==> src/wpe_pkg.sv <==
// ----------------------------------------------------------------------------
// wpe_pkg
// Shared types and constants of the window pooling engine.
// ----------------------------------------------------------------------------
package wpe_pkg;

  // Store geometry
  localparam int unsigned MAX_ROWS     = 32;
  localparam int unsigned MAX_COLS     = 32;
  localparam int unsigned MAX_CHANNELS = 16;

  localparam int unsigned KERNEL_LIMIT = 16;
  localparam int unsigned CFG_COUNT    = 8;
  localparam int unsigned CFG_IDX_W    = 3;
  localparam int unsigned CFG_DATA_W   = 6;

  typedef enum logic [1:0] {
    REQ_WRITE = 2'd0,
    REQ_MAX   = 2'd1,
    REQ_AVG   = 2'd2,
    REQ_NONE  = 2'd3
  } req_t;

  typedef enum logic [2:0] {
    CFG_MAP_HEIGHT   = 3'd0,
    CFG_MAP_WIDTH    = 3'd1,
    CFG_KERNEL_ROWS  = 3'd2,
    CFG_KERNEL_COLS  = 3'd3,
    CFG_STEP_ROWS    = 3'd4,
    CFG_STEP_COLS    = 3'd5,
    CFG_PAD_ABOVE    = 3'd6,
    CFG_PAD_LEFTSIDE = 3'd7
  } cfg_idx_t;

  typedef enum logic [2:0] {
    ST_IDLE,
    ST_SETUP,
    ST_READ,
    ST_DRAIN,
    ST_FINISH,
    ST_DIVIDE,
    ST_OUTPUT
  } state_t;

  // Settings held by the configuration block.
  typedef struct packed {
    logic [5:0] map_height;
    logic [5:0] map_width;
    logic [4:0] kernel_rows;
    logic [4:0] kernel_cols;
    logic [4:0] step_rows;
    logic [4:0] step_cols;
    logic [3:0] pad_above;
    logic [3:0] pad_leftside;
  } cfg_t;

  // Handshake between sequencer and divider.
  typedef struct packed {
    logic        start;
    logic [31:0] dividend;
    logic [8:0]  divisor;
  } div_req_t;

  typedef struct packed {
    logic        done;
    logic [15:0] quotient;
  } div_rsp_t;

endpackage

==> src/wpe_div.sv <==
// ----------------------------------------------------------------------------
// wpe_div
// Restoring divider, one quotient bit per cycle, truncating toward zero.
// ----------------------------------------------------------------------------
module wpe_div (
  input  logic               clk,
  input  logic               rst,
  input  wpe_pkg::div_req_t  req,
  output wpe_pkg::div_rsp_t  rsp
);
  import wpe_pkg::*;

  logic [31:0] quo;
  logic [31:0] rem;
  logic [8:0]  den;
  logic        neg;
  logic        busy;
  logic        done;
  logic [4:0]  bit_cnt;
  logic [32:0] rem_shift;
  logic [32:0] rem_trial;
  logic [31:0] mag;
  logic [31:0] quo_signed;

  assign mag       = req.dividend[31] ? (~req.dividend + 32'd1) : req.dividend;
  assign rem_shift = {rem, quo[31]};
  assign rem_trial = rem_shift - {24'd0, den};
  assign quo_signed = neg ? (~quo + 32'd1) : quo;

  // Shift one bit through the remainder each cycle while busy
  always_ff @(posedge clk) begin
    if (rst) begin
      busy <= 1'b0;
      done <= 1'b0;
    end else begin
      done <= 1'b0;
      if (req.start) begin
        busy    <= 1'b1;
        quo     <= mag;
        rem     <= 32'd0;
        den     <= (req.divisor == 9'd0) ? 9'd1 : req.divisor;
        neg     <= req.dividend[31];
        bit_cnt <= 5'd31;
      end else if (busy) begin
        if (rem_trial[32]) begin
          rem <= rem_shift[31:0];
          quo <= {quo[30:0], 1'b0};
        end else begin
          rem <= rem_trial[31:0];
          quo <= {quo[30:0], 1'b1};
        end
        bit_cnt <= bit_cnt - 5'd1;
        if (bit_cnt == 5'd0) begin
          busy <= 1'b0;
          done <= 1'b1;
        end
      end
    end
  end

  assign rsp.done     = done;
  assign rsp.quotient = quo_signed[15:0];

  property p_done_after_busy;
    @(posedge clk) disable iff (rst) rsp.done |-> $past(busy);
  endproperty
  a_done_after_busy: assert property (p_done_after_busy)
    else $error("divider done without work");

  property p_no_start_busy;
    @(posedge clk) disable iff (rst) busy |-> !req.start;
  endproperty
  a_no_start_busy: assert property (p_no_start_busy)
    else $error("divider restarted while busy");

  property p_den_nonzero;
    @(posedge clk) disable iff (rst) busy |-> den != 9'd0;
  endproperty
  a_den_nonzero: assert property (p_den_nonzero)
    else $error("zero divisor in flight");

endmodule

==> config.mk <==
export PLATFORM = sky130hd
export DESIGN_NAME = wpe_div
export DESIGN_NICKNAME = d
export VERILOG_FILES = /design/src/wpe_pkg.sv /design/src/wpe_div.sv
export SDC_FILE = /design/constraint.sdc
export NUM_CORES = 1
export LEC_CHECK = 0
export ABC_CLOCK_PERIOD_IN_PS = 11000
export BUFFER_PORTS_ARGS = -buffer_cell sky130_fd_sc_hd__buf_2
export CAP_MARGIN = 25
export CELL_PAD_IN_SITES_DETAIL_PLACEMENT = 0
export CELL_PAD_IN_SITES_GLOBAL_PLACEMENT = 1
export CORE_ASPECT_RATIO = 2
export CORE_MARGIN = 4
export CORE_UTILIZATION = 49
export DETAILED_ROUTE_END_ITERATION = 10
export HOLD_SLACK_MARGIN = 0.06
export PLACE_DENSITY_LB_ADDON = 0.1
export SETUP_SLACK_MARGIN = 0.2
export SLEW_MARGIN = 30
export SYNTH_ARGS = -nofsm -noshare
export SYNTH_HDL_FRONTEND = slang
export SYNTH_SLANG_ARGS = --single-unit
==> constraint.sdc <==
create_clock -name clk -period 11 [get_ports clk]
set_input_delay 1.1 -clock clk [delete_from_list [all_inputs] [get_ports clk]]
set_output_delay 1.1 -clock clk [all_outputs]
set_load 0.02 [all_outputs]
==> results.txt <==
----------------------------------------------------
[Run status]
  Result of the run ... finished, final reports clean

[GRT]
  First-pass GRT wire length ... 18900 um
  Maximum number of pins on one net before global-route repair ... 99
  Via count of the first global-routing pass ... 4050
  Remaining global-route overflow ... 0
  Overall global routing resource usage ... 19.5%
  Antenna violations before repair ... 0

[Synthesis]
  Post-Synthesis Net Count ... 584
  Sequential fraction of the synthesis area ... a little under half
  Flip-flop cell with the highest count after synthesis ... edfxtp_1
  Number of flip-flops and latches in the synthesized netlist ... 81
  Cell area after technology mapping ... 5080 sq um
  Synth Instances ... roughly 530
  Distinct cell type count of the synthesized netlist ... between 40 and 50
  Synth warnings ... 0
  Fraction of synthesis flops using an asynchronous set or reset pin ... 0%
  Average footprint of a synthesized cell ... 9.66 sq um
  Number of enable flip-flop cells after synthesis ... ~80

[Cells and area]
  Area growth from synthesis to final layout ... 13.1%
  Antenna diode instance count ... 0
  Area occupied by registers ... 2410 sq um
  Final nets ... 628
  Number of fill cells in the layout ... 960
  Area occupied by multi-input gates ... 2470 sq um
  Proportion of layout cells with a drive suffix above 1 ... between 15 and 20%
  Post-route design area ... 5750 sq um

[Die]
  Die width ... between 80 and 90 um
  Die Footprint ... about 12000 sq um
  Num rows ... 52
  Initial Utilization ... 50.1%
  Area of the core ... ~10000 sq um
  Number of top-level design ports ... 61
  Die boundary height ... 152 um

[Placed design]
  Number of port buffers ... 60
  Hpwl dp ... 8230 um
  Final weighted congestion of routability-driven global placement ... a little over 0.8
  Cell area after placement ... about 5500 sq um

[Power and ir drop]
  P_leak ... 2.13 nW
  Max VDD drop ... between 0.08 and 0.09 mV
  Power Dens Cells ... roughly 140 nW/um^2

[Timing]
  Sum of negative setup slack ... 0 ps
  Crit path time final ... 3850 ps
  Final count of negative-setup-slack endpoints ... 0
  Tightest Pin Transition ... between 900 and 1000 ps
  Final period utilization ... 35.0%
  Setup repair after global routing missed its margin ... false
  Worst slew margin relative to its limit ... 35.8%
  Slew Limit Fails ... 0
  Max Clock Freq ... 260 MHz
  Fin Clk Skew ... 8.63 ps
  Hold violation total from the final report ... 0

[Clocking]
  Clock transition at the register clock pins on the worst setup and hold paths after CTS ... 60 ps
  TritonCTS clock tree ... yes
  Number of clock sinks ... 81
  Clock root buffer ... clkbuf_16
  Post-CTS Hold Fix Bufs ... 0
  Deepest level of the CTS H-tree ... 3
  Maximum clock insertion buffer count ... 2
  Num CTS Buffers ... 9
  Setup Fix Bufs, Post-CTS ... 0
  CTS-repair resized insts ... 0
  Clock insertion delay at the later pin of the skew report ... around 330 ps

[Routing]
  Wire length reported by the detailed router ... 11400 um
  Drt first-iter violations ... about 190
  DR pass1 iterations ... 4
  Vias ... 3991
  Routed length per placed instance ... 16.1 um
  Via density per instance ... 5.63
  Post-route DRC ... 0
  Antenna Nets Post-Route ... 0

[Critical path]
  Max FO, Critical Path ... 4
  Critical path's top delay family ... simple AND/OR/NAND/NOR gates
  WP data arrival ... 2750 ps
  Cells along the critical path ... nor3_1 -> nand2_1 -> or3_1 -> or4_1 -> o31ai_1 -> xnor2_1 -> buf_2
  Capturing point of the worst reg2reg path ... rem[27]
  Setup crit end kind ... output port
  Critical path startpoint category ... flop
  Minimum setup slack among reg-to-reg paths ... about 7500 ps
  Slowest library cell on the worst path ... or4_1
  Required time reported for the critical path endpoint ... about 9900 ps
  Count of cells along the worst register-to-register path ... 10
  Delay of the slowest cell on the worst path ... about 490 ps
  Crit path buffers/inverters ... 1
  Classification of the worst setup path ... reg -> out
  Worst R2R Start ... quo[31]
  CP Depth ... 7
  Worst Setup EP ... rsp[15]
  Launch point of the worst path ... quo[0]

[Hold path]
  Hold Path Cell Cnt ... 1
  Worst hold path class ... reg -> reg

[Run]
  Max-cap viol count ... 0

----------------------------------------------------
power breakdown:
part	internal [W]	switching, W
Combinational	0.0000555	0.0000839
Clock	0.000151	0.000122
Sequential	0.000366	0.0000160
Total	0.000573	0.000222
cell families (layout without fill, tap and decap cells):
family,Yosys count,count (layout),synth area share [%]
buf+inv,52,100,4.06
flops,81,81,47.5
xor+xnor,67,67,11.5
mux,2,2,0.418
simple gates,197,197,19.4
compound gates,113,113,13.5
fa+ha+maj,14,14,3.59
state kept, by name, summed over array words and instances, names as in the netlist:
register	count
rem	32
neg	1
done	1
bit_cnt	5
quo	32
den	9
busy	1
how the worst min path moves through the flow:
stage	start	to
floorplan	busy	done
global placement	busy	done
detailed placement	busy	done
CTS	busy	done
global route	busy	done
finish	busy	done
cell type report:
cell class / count / area share [%]
clock buffers: 10 / 3.98
clock inverters: 5 / 0.587
inverters: 20 / 1.31
multi-input cells: 393 / 43.0
flip-flops and latches: 81 / 41.9
well taps: 135 / 2.94
repair buffers: 65 / 6.22
synthesized netlist by cell type, drive strengths merged, types with 2 or more instances:
cell | count | area [sq um]
o31ai | 15 | 113
or3 | 12 | 80.1
o211ai | 2 | 15.0
and2 | 2 | 12.5
nor2b | 4 | 25.0
o21a | 3 | 22.5
o21ai | 21 | 105
nor2 | 70 | 263
xor2 | 46 | 403
clkbuf | 26 | 98.8
inv | 20 | 75.1
buf | 6 | 32.5
nand4 | 10 | 62.6
nand3b | 4 | 30.0
xnor2 | 21 | 184
a21oi | 51 | 255
ha | 13 | 163
o2111ai | 2 | 17.5
a211oi | 4 | 30.0
nor4 | 7 | 43.8
edfxtp | 79 | 2370
nand2b | 6 | 37.5
nand2 | 40 | 150
a21o | 6 | 45.0
and3 | 3 | 18.8
dfxtp | 2 | 40.0
nor3 | 8 | 40.0
nand3 | 10 | 50.1
nand4b | 3 | 26.3
or4 | 16 | 131
o41ai | 6 | 60.1
cell usage in the layout (no fill, tap or decap), drive strengths merged, types with 3 or more instances in the layout:
| cell | synthesis | layout |
|---|---|---|
| nand2 | 40 | 40 |
| buf | 6 | 65 |
| a21o | 6 | 6 |
| nand4b | 3 | 3 |
| edfxtp | 79 | 79 |
| or3 | 12 | 12 |
| ha | 13 | 13 |
| inv | 20 | 20 |
| o21a | 3 | 3 |
| nand3 | 10 | 10 |
| a21oi | 51 | 51 |
| nand3b | 4 | 4 |
| clkinv | 0 | 3 |
| a211oi | 4 | 4 |
| nand2b | 6 | 6 |
| o31ai | 15 | 15 |
| nor2b | 4 | 4 |
| o21ai | 21 | 21 |
| or4 | 16 | 16 |
| nor3 | 8 | 8 |
| xor2 | 46 | 46 |
| and3 | 3 | 3 |
| o41ai | 6 | 6 |
| nor4 | 7 | 7 |
| nand4 | 10 | 10 |
| nor2 | 70 | 70 |
| clkbuf | 26 | 10 |
| xnor2 | 21 | 21 |
stage by stage:
step / cells / util, % / total power [W] / hold WS [ps] / setup slack, ps
2_1_floorplan: 526 / - / 0.000483 / 454 / 5890
6_report: 709 / 56.7 / 0.000795 / 505 / 7150
3_5_place_dp: 693 / 53.8 / 0.000527 / 496 / 6950
5_1_grt: 709 / 56.7 / 0.000834 / 538 / 7000
4_1_cts: 708 / 56.4 / 0.000802 / 511 / 7100
3_3_place_gp: 693 / 53.8 / 0.000525 / 497 / 6980
routing by layer:
metal / track usage [%] / wire [um]
met5: 0 / 0
met3: 2.73 / 421
met4: 7.66 / 208
met1: 21.7 / 4470
met2: 36.0 / 6300
worst register-to-register path, delay by kind of cell (launching register included):
kind                       cells  cell delay, ps
buffers and inverters          1              50
and+or+nand+nor                4            1280
muxes                          1             280
adders and majority gates      2             640
AOI/OAI and AO/OA              2             670
DFF                            1             340
Power figures use the tool's default switching activity.
