<file path="src/wpe_pkg.sv">
// ----------------------------------------------------------------------------
// wpe_pkg
// Shared types and constants of the window pooling engine.
// ----------------------------------------------------------------------------
package wpe_pkg;

  // Store geometry
  localparam int unsigned MAX_ROWS     = 32;
  localparam int unsigned MAX_COLS     = 32;
  localparam int unsigned MAX_CHANNELS = 16;

  localparam int unsigned KERNEL_LIMIT = 16;
  localparam int unsigned CFG_COUNT    = 8;
  localparam int unsigned CFG_IDX_W    = 3;
  localparam int unsigned CFG_DATA_W   = 6;

  typedef enum logic [1:0] {
    REQ_WRITE = 2'd0,
    REQ_MAX   = 2'd1,
    REQ_AVG   = 2'd2,
    REQ_NONE  = 2'd3
  } req_t;

  typedef enum logic [2:0] {
    CFG_MAP_HEIGHT   = 3'd0,
    CFG_MAP_WIDTH    = 3'd1,
    CFG_KERNEL_ROWS  = 3'd2,
    CFG_KERNEL_COLS  = 3'd3,
    CFG_STEP_ROWS    = 3'd4,
    CFG_STEP_COLS    = 3'd5,
    CFG_PAD_ABOVE    = 3'd6,
    CFG_PAD_LEFTSIDE = 3'd7
  } cfg_idx_t;

  typedef enum logic [2:0] {
    ST_IDLE,
    ST_SETUP,
    ST_READ,
    ST_DRAIN,
    ST_FINISH,
    ST_DIVIDE,
    ST_OUTPUT
  } state_t;

  // Settings held by the configuration block.
  typedef struct packed {
    logic [5:0] map_height;
    logic [5:0] map_width;
    logic [4:0] kernel_rows;
    logic [4:0] kernel_cols;
    logic [4:0] step_rows;
    logic [4:0] step_cols;
    logic [3:0] pad_above;
    logic [3:0] pad_leftside;
  } cfg_t;

  // Handshake between sequencer and divider.
  typedef struct packed {
    logic        start;
    logic [31:0] dividend;
    logic [8:0]  divisor;
  } div_req_t;

  typedef struct packed {
    logic        done;
    logic [15:0] quotient;
  } div_rsp_t;

endpackage

</file>
<file path="src/wpe_cfg.sv">
// ----------------------------------------------------------------------------
// wpe_cfg
// Configuration registers, written through a plain write port.
// ----------------------------------------------------------------------------
module wpe_cfg (
  input  logic                               clk,
  input  logic                               rst,
  input  logic                               cfg_we,
  input  logic [wpe_pkg::CFG_IDX_W-1:0]      cfg_index,
  input  logic [wpe_pkg::CFG_DATA_W-1:0]     cfg_data,
  output wpe_pkg::cfg_t                      cfg
);
  import wpe_pkg::*;

  // Update the addressed register
  always_ff @(posedge clk) begin
    if (rst) begin
      cfg.map_height   <= 6'd32;
      cfg.map_width    <= 6'd32;
      cfg.kernel_rows  <= 5'd2;
      cfg.kernel_cols  <= 5'd2;
      cfg.step_rows    <= 5'd2;
      cfg.step_cols    <= 5'd2;
      cfg.pad_above    <= 4'd0;
      cfg.pad_leftside <= 4'd0;
    end else if (cfg_we) begin
      case (cfg_idx_t'(cfg_index))
        CFG_MAP_HEIGHT:   cfg.map_height   <= cfg_data[5:0];
        CFG_MAP_WIDTH:    cfg.map_width    <= cfg_data[5:0];
        CFG_KERNEL_ROWS:  cfg.kernel_rows  <= cfg_data[4:0];
        CFG_KERNEL_COLS:  cfg.kernel_cols  <= cfg_data[4:0];
        CFG_STEP_ROWS:    cfg.step_rows    <= cfg_data[4:0];
        CFG_STEP_COLS:    cfg.step_cols    <= cfg_data[4:0];
        CFG_PAD_ABOVE:    cfg.pad_above    <= cfg_data[3:0];
        CFG_PAD_LEFTSIDE: cfg.pad_leftside <= cfg_data[3:0];
        default: ;
      endcase
    end
  end

endmodule

</file>
<file path="config.mk">
export PLATFORM = sky130hd
export DESIGN_NAME = wpe_cfg
export DESIGN_NICKNAME = d
export VERILOG_FILES = /design/src/wpe_pkg.sv /design/src/wpe_cfg.sv
export SDC_FILE = /design/constraint.sdc
export NUM_CORES = 1
export LEC_CHECK = 0
export ABC_CLOCK_PERIOD_IN_PS = 1700
export BUFFER_PORTS_ARGS = -buffer_cell sky130_fd_sc_hd__buf_2
export CAP_MARGIN = 0
export CORE_MARGIN = 1.5
export CORE_UTILIZATION = 49
export DETAILED_ROUTE_END_ITERATION = 12
export PLACE_DENSITY = 0.77
export SLEW_MARGIN = 20
export SYNTH_ARGS = -nofsm -noshare
export SYNTH_HDL_FRONTEND = slang
export SYNTH_SLANG_ARGS = --single-unit
export TNS_END_PERCENT = 100
</file>
<file path="constraint.sdc">
create_clock -name clk -period 1.7 [get_ports clk]
set_clock_uncertainty 0.15 [all_clocks]
set_input_delay 0.34 -clock clk [delete_from_list [all_inputs] [get_ports clk]]
set_output_delay 0.34 -clock clk [all_outputs]
set_load 0.02 [all_outputs]
</file>
==> impl_table.tex, run 1 <==
\begin{tabular}{lr}
\hline
Metric & Value \\
\hline
\multicolumn{2}{l}{\textbf{Timing}} \\
Count of final hold-check violations & 0 \\
Least-Margin Pin Slew & 0.433 ns \\
Clock period minus worst slack & 1.38 ns \\
Final hold slack & 0.112 ns \\
Sum of negative setup slack & 0 ns \\
Tcrit/Tclk final & 0.814 \\
Setup repair after global routing missed its margin & no \\
Highest clock rate & 723 MHz \\
Fin. max-slew vios & 0 \\
Slew Limit Headroom & 0.710 \\
Count of final setup violators & 0 \\
\multicolumn{2}{l}{\textbf{Run}} \\
Total of max-cap violations & 0 \\
\multicolumn{2}{l}{\textbf{GRT}} \\
GRT Overall Usage & 0.203 \\
Gr ovfl total & 0 \\
Via count of the first global-routing pass & 1198 \\
Number of antenna violations at the first check in global routing & 0 \\
Wire length of the first global-routing pass & 5.34 mm \\
Largest net degree at the start of global routing & 29 \\
\multicolumn{2}{l}{\textbf{Place}} \\
HPWL after detailed placement & 2.63 mm \\
Final estimated routing congestion in global placement & 0.774 \\
Port buffer count & 51 \\
\multicolumn{2}{l}{\textbf{Power and ir drop}} \\
IR drop worst, VDD & 0.000437 V \\
Post-layout total power & 1.62 mW \\
Static leakage power & 1.06 nW \\
Power density normalized to cell area & 823 nW/um\^{}2 \\
\multicolumn{2}{l}{\textbf{Drt}} \\
Number of detailed-routing iterations run before antenna repair & 4 \\
Routed WL per cell & 14.5 um \\
Final antenna-violating net count & 0 \\
Via count normalized by instance count & 5.02 \\
DRC viols & 0 \\
Total detailed-routing wirelength & 3.50 mm \\
Violation count after the first detailed-route iteration & 30 \\
Vias & 1211 \\
\multicolumn{2}{l}{\textbf{Worst setup path}} \\
Category of the critical setup timing path & reg -> out \\
Stage delay of the slowest cell on the critical path & 0.38 ns \\
Capture point of the worst reg-to-reg path & cfg[10]\$\_SDFFE\_PP0P\_ \\
Required time of the critical path & 1.21 ns \\
Reg2Reg Launch Point & cfg[10]\$\_SDFFE\_PP0P\_ \\
Setup slack of the most critical reg-to-reg path & 0.90 ns \\
CP max stage cell & sky130\_fd\_sc\_hd\_\_dfxtp\_1 \\
Logic depth of the worst register-to-register path & 2 \\
Critical path endpoint category & output port \\
CP bufs+invs & 1 \\
Data arrival at the endpoint of the critical path & 0.89 ns \\
Setup crit start kind & flip-flop \\
Crit-path leading delay family & flip-flops \\
CP Max Fanout & 2 \\
Sequence of cells on the critical path & buf\_2 \\
\multicolumn{2}{l}{\textbf{Final layout}} \\
Fraction of final layout cells with drive strength greater than 1 & 0.310 \\
Area of the multi-input gates & 767 sq um \\
Register name with the most flops & cfg \\
NumNets Final & 208 \\
Leading cell types in the layout, fill and taps excluded & sky130\_fd\_sc\_hd\_\_buf\_2, sky130\_fd\_sc\_hd\_\_mux2i\_1, sky130\_fd\_sc\_hd\_\_dfxtp\_1, sky130\_fd\_sc\_hd\_\_nand2b\_1, sky130\_fd\_sc\_hd\_\_nor2\_1 \\
FF+latch area & 801 sq um \\
Growth of design area from synthesis to finish & 19.7\% \\
Fill cell total of the finished layout & 275 \\
Leading registers by flop count & cfg x40 \\
Count of inserted antenna diode cells & 0 \\
Commonest non-fill, non-tap cell in the layout & sky130\_fd\_sc\_hd\_\_buf\_2 \\
Max FFs per register & 40 \\
\multicolumn{2}{l}{\textbf{Synthesis}} \\
Yosys warns & 0 \\
Synthesized net count & 163 \\
Synthesized flop and latch total & 40 \\
Unique cell type count in the Yosys netlist & 13 \\
Part of the Yosys area used for sequential elements & 0.488 \\
Synth Cell Area & 1640 sq um \\
Mean area per synthesized cell & 10.9 sq um \\
Number of instances in the synthesized netlist & 151 \\
\multicolumn{2}{l}{\textbf{Floorplanning}} \\
Number of standard-cell rows in the floorplan & 20 \\
Io pins & 52 \\
Die outline height & 60.9 um \\
Die Area & 3710 sq um \\
Core box area & 3130 sq um \\
Starting Density & 0.525 \\
Horiz. Die Dim & 60.9 um \\
\multicolumn{2}{l}{\textbf{Clock tree}} \\
Clock Sinks & 40 \\
Number of resized instances in the post-cts repair step & 0 \\
Register clock-pin slew on the reported worst setup and hold paths & 0.11 ns \\
Cell at the root of the clock tree & sky130\_fd\_sc\_hd\_\_clkbuf\_4 \\
Post-CTS Hold Buffers & 0 \\
Inserted Clock Buffers & 5 \\
CTS tree & built \\
Setup fix buffers added after clock tree synthesis & 0 \\
Clock Latency Late Sink & 0.34 ns \\
Number of levels the H-tree was split into & 2 \\
Max clock buf depth & 2 \\
\multicolumn{2}{l}{\textbf{Min path}} \\
Type of the tightest min-delay check & in -> reg \\
Worst hold start & cfg\_data[5] \\
Hold Path Sink & cfg[39]\$\_SDFFE\_PP1P\_ \\
Number of cells on the worst hold path & 3 \\
\multicolumn{2}{l}{\textbf{Outcome}} \\
Status & completed \\
\hline
\end{tabular}
report_power, final:
group	switching, mW	internal [mW]
Clock	0.280	0.204
Sequential	0.0107	0.958
Combinational	0.0954	0.0696
per-layer routing:
layer / routed length (um) / global-route usage / up-vias
met4: 55 / 0.0932 / 0
met2: 1830 / 0.341 / 35
met5: 0 / 0 / -
met3: 164 / 0.0832 / 8
li1: - / - / 593
met1: 1450 / 0.224 / 575
final cells by class:
cell class                      count  share of cell area
Timing Repair Buffer               53               0.144
Sequential cell                    40               0.408
Tap cell                           44              0.0280
Multi-Input combinational cell     96               0.390
Clock buffer                        8              0.0299
worst max path at each step:
stage	slack, ns	startpoint	end	cells after the start
final	0.32	cfg[38]$_SDFFE_PP0P_	cfg[38]	1
after global routing	0.26	cfg[38]$_SDFFE_PP0P_	cfg[38]	1
after CTS	0.31	cfg[38]$_SDFFE_PP0P_	cfg[38]	1
after detailed placement	0.15	cfg_index[0]	cfg[37]$_SDFFE_PP0P_	3
after global placement	0.18	cfg_index[0]	cfg[37]$_SDFFE_PP0P_	3
after floorplan	0.19	cfg_index[1]	cfg[36]$_SDFFE_PP0P_	4
metrics by stage:
step | cell area, sq um | worst slack, ns | utilization | instances
after floorplan | 1640 | 0.191 | - | 151
after global placement | 1910 | 0.182 | 0.609 | 233
after detailed placement | 1910 | 0.148 | 0.609 | 233
after CTS | 1960 | 0.306 | 0.628 | 241
after global routing | 1960 | 0.265 | 0.628 | 241
final | 1960 | 0.317 | 0.628 | 241
Yosys cell counts, drive strengths merged:
library cell  instances  share of area
nor2                  8          0.018
dfxtp                40           0.49
nand2b               39           0.15
clkbuf               10          0.023
buf                   5          0.022
mux2i                40           0.24
nand4                 1         0.0038
nand4b                3          0.016
nand4bb               3          0.021
or4b                  1         0.0084
and4bb                1         0.0076
kinds of logic (layout without fill, tap and decap cells):
| family | count (synthesis) | after routing | share of synthesized area |
|---|---|---|---|
| and+or+nand+nor | 56 | 56 | 0.223 |
| buffers and inverters | 15 | 61 | 0.0450 |
| muxes | 40 | 40 | 0.244 |
| DFF | 40 | 40 | 0.488 |
No activity file was read; power rests on OpenSTA's default activity.
==> run 2: changes to the inputs <==
--- a/config.mk
+++ b/config.mk
@@ -5,7 +5,7 @@
 export SDC_FILE = /design/constraint.sdc
 export NUM_CORES = 1
 export LEC_CHECK = 0
-export ABC_CLOCK_PERIOD_IN_PS = 1700
+export ABC_CLOCK_PERIOD_IN_PS = 1300
 export BUFFER_PORTS_ARGS = -buffer_cell sky130_fd_sc_hd__buf_2
 export CAP_MARGIN = 0
 export CORE_MARGIN = 1.5
==> constraint.sdc (replaced) <==
create_clock -name clk -period 1.3 [get_ports clk]
set_clock_uncertainty 0.15 [all_clocks]
set_input_delay 0.26 -clock clk [delete_from_list [all_inputs] [get_ports clk]]
set_output_delay 0.26 -clock clk [all_outputs]
set_load 0.02 [all_outputs]
==> impl_table.tex, run 2 (synthesized netlist as in run 1, its figures left out) <==
\begin{tabular}{lr}
\hline
Metric & Value \\
\hline
\multicolumn{2}{l}{\textbf{Worst setup path}} \\
Category of the critical setup timing path & reg -> out \\
Setup crit start kind & flip-flop \\
CP max stage cell & sky130\_fd\_sc\_hd\_\_dfxtp\_1 \\
Critical path endpoint category & output port \\
CP Max Fanout & 2 (unchanged) \\
CP bufs+invs & 1 (unchanged) \\
Sequence of cells on the critical path & buf\_4 \\
Required time of the critical path & 0.89 ns (-0.32 ns) \\
Stage delay of the slowest cell on the critical path & 0.36 ns (-0.02 ns) \\
Data arrival at the endpoint of the critical path & 0.85 ns (-0.04 ns) \\
Crit-path leading delay family & flip-flops \\
\multicolumn{2}{l}{\textbf{Timing}} \\
Slew Limit Headroom & 0.736 (+0.0261) \\
Clock period minus worst slack & 1.26 ns \\
Fin. max-slew vios & 0 (unchanged) \\
Min setup slack post-route & 0.0369 ns (-0.280 ns) \\
Count of final setup violators & 0 (unchanged) \\
Highest clock rate & 792 MHz \\
Count of final hold-check violations & 0 (unchanged) \\
Least-Margin Pin Slew & 0.396 ns (-0.0367 ns) \\
Tcrit/Tclk final & 0.972 \\
\multicolumn{2}{l}{\textbf{GRT}} \\
Largest net degree at the start of global routing & 23 (-21\%) \\
GRT Overall Usage & 0.208 (+0.00502) \\
Number of antenna violations at the first check in global routing & 0 (unchanged) \\
Wire length of the first global-routing pass & 5.48 mm (+2.6\%) \\
Gr ovfl total & 0 (unchanged) \\
Via count of the first global-routing pass & 1206 (+0.67\%) \\
\multicolumn{2}{l}{\textbf{Floorplanning}} \\
Core box area & 3130 sq um (unchanged) \\
Die Area & 3710 sq um (unchanged) \\
Horiz. Die Dim & 60.9 um (unchanged) \\
Die outline height & 60.9 um (unchanged) \\
Number of standard-cell rows in the floorplan & 20 (unchanged) \\
Io pins & 52 (unchanged) \\
Starting Density & 0.525 (unchanged) \\
\multicolumn{2}{l}{\textbf{Drt}} \\
Total detailed-routing wirelength & 3.56 mm (+1.6\%) \\
DRC viols & 0 (unchanged) \\
Number of detailed-routing iterations run before antenna repair & 4 (unchanged) \\
Routed WL per cell & 14.2 um (-2.5\%) \\
Violation count after the first detailed-route iteration & 30 (unchanged) \\
Vias & 1245 (+2.8\%) \\
Final antenna-violating net count & 0 (unchanged) \\
Via count normalized by instance count & 4.96 (-1.3\%) \\
\multicolumn{2}{l}{\textbf{Clock tree}} \\
Setup fix buffers added after clock tree synthesis & 0 (unchanged) \\
Clock Latency Late Sink & 0.34 ns (about the same) \\
Register clock-pin slew on the reported worst setup and hold paths & 0.11 ns (about the same) \\
Inserted Clock Buffers & 5 (unchanged) \\
Number of resized instances in the post-cts repair step & 1 (+1) \\
Max clock buf depth & 2 (unchanged) \\
CTS tree & built \\
Clock Sinks & 40 (unchanged) \\
Cell at the root of the clock tree & sky130\_fd\_sc\_hd\_\_clkbuf\_4 \\
Post-CTS Hold Buffers & 0 (unchanged) \\
Number of levels the H-tree was split into & 2 (unchanged) \\
\multicolumn{2}{l}{\textbf{Place}} \\
Dpl cells & 243 (+4.3\%) \\
Minimum setup slack after placement & -0.116 ns (-0.265 ns) \\
HPWL after detailed placement & 2.62 mm (-0.42\%) \\
Port buffer count & 51 (unchanged) \\
Placed inst area & 1970 sq um (+3.3\%) \\
Final estimated routing congestion in global placement & 0.767 (-0.87\%) \\
\multicolumn{2}{l}{\textbf{Final layout}} \\
Leading registers by flop count & cfg x40 \\
Count of inserted antenna diode cells & 0 (unchanged) \\
Leading cell types in the layout, fill and taps excluded & sky130\_fd\_sc\_hd\_\_buf\_4, sky130\_fd\_sc\_hd\_\_mux2i\_1, sky130\_fd\_sc\_hd\_\_nand2b\_1, sky130\_fd\_sc\_hd\_\_dfxtp\_2, sky130\_fd\_sc\_hd\_\_dfxtp\_1 \\
NumNets Final & 218 (+4.8\%) \\
Post-route non-filler standard cell count & 251 (+4.1\%) \\
Fill cell total of the finished layout & 259 (-5.8\%) \\
Fraction of final layout cells with drive strength greater than 1 & 0.454 (+0.144) \\
Design area & 2160 sq um (+9.9\%) \\
Growth of design area from synthesis to finish & 31.6\% \\
Max FFs per register & 40 (unchanged) \\
Commonest non-fill, non-tap cell in the layout & sky130\_fd\_sc\_hd\_\_buf\_4 \\
Register name with the most flops & cfg \\
\multicolumn{2}{l}{\textbf{Run}} \\
Total of max-cap violations & 0 (unchanged) \\
\multicolumn{2}{l}{\textbf{Power and ir drop}} \\
Static leakage power & 1.12 nW (+5.7\%) \\
IR drop worst, VDD & 0.000783 V (+79\%) \\
Power density normalized to cell area & 998 nW/um\^{}2 (+21\%) \\
\multicolumn{2}{l}{\textbf{Outcome}} \\
Status & completed \\
\multicolumn{2}{l}{\textbf{Min path}} \\
Type of the tightest min-delay check & in -> reg \\
\hline
\end{tabular}
run 2: power breakdown:
group | total, mW | switching, mW | internal, mW
Sequential | 1.27 | 0.0155 | 1.25
Combinational | 0.245 | 0.127 | 0.118
Clock | 0.640 | 0.373 | 0.267
run 2: cell type report:
cell class	count	area, sq um	share of cell area
Clock buffer	8	58.8	0.0272
Multi-Input combinational cell	96	767	0.355
Sequential cell	40	830	0.384
Tap cell	44	55.1	0.0255
Timing Repair Buffer	63	449	0.208
run 2: worst min-delay path: stages:
cell and delay, ns:
sky130_fd_sc_hd__buf_2 0.08, sky130_fd_sc_hd__nor2_1 0.05, sky130_fd_sc_hd__mux2i_1 0.11
run 2: path summary, 6_finish.rpt:
kind | startpoint | to | slack, ns | cells past startpoint
worst min register to register | cfg[13]$_SDFFE_PP0P_ | cfg[13]$_SDFFE_PP0P_ | 0.33 | 2
worst max register to register | cfg[38]$_SDFFE_PP0P_ | cfg[38]$_SDFFE_PP0P_ | 0.52 | 2
worst min-delay path | cfg_data[5] | cfg[39]$_SDFFE_PP1P_ | 0.05 | 3
worst max-delay path | cfg[21]$_SDFFE_PP0P_ | cfg[21] | 0.04 | 1
run 2: per-layer routing:
| layer | track usage | part of all wire |
|---|---|---|
| met5 | 0 | 0 |
| met4 | 0.0652 | 0.0076 |
| met3 | 0.0789 | 0.041 |
| met2 | 0.356 | 0.53 |
| met1 | 0.240 | 0.42 |
run 2: metrics by stage:
| step | setup TNS, ns | hold WS [ns] | utilization | power, mW |
|---|---|---|---|---|
| 2_1_floorplan | -0.667 | 0.281 | - | 1.45 |
| 3_3_place_gp | -0.578 | 0.306 | 0.629 | 1.52 |
| 5_1_grt | -0.0328 | 0.0567 | 0.690 | 2.26 |
| 6_report | 0 | 0.0457 | 0.690 | 2.16 |
| 3_5_place_dp | -0.838 | 0.314 | 0.629 | 1.52 |
| 4_1_cts | 0 | 0.0502 | 0.649 | 2.15 |
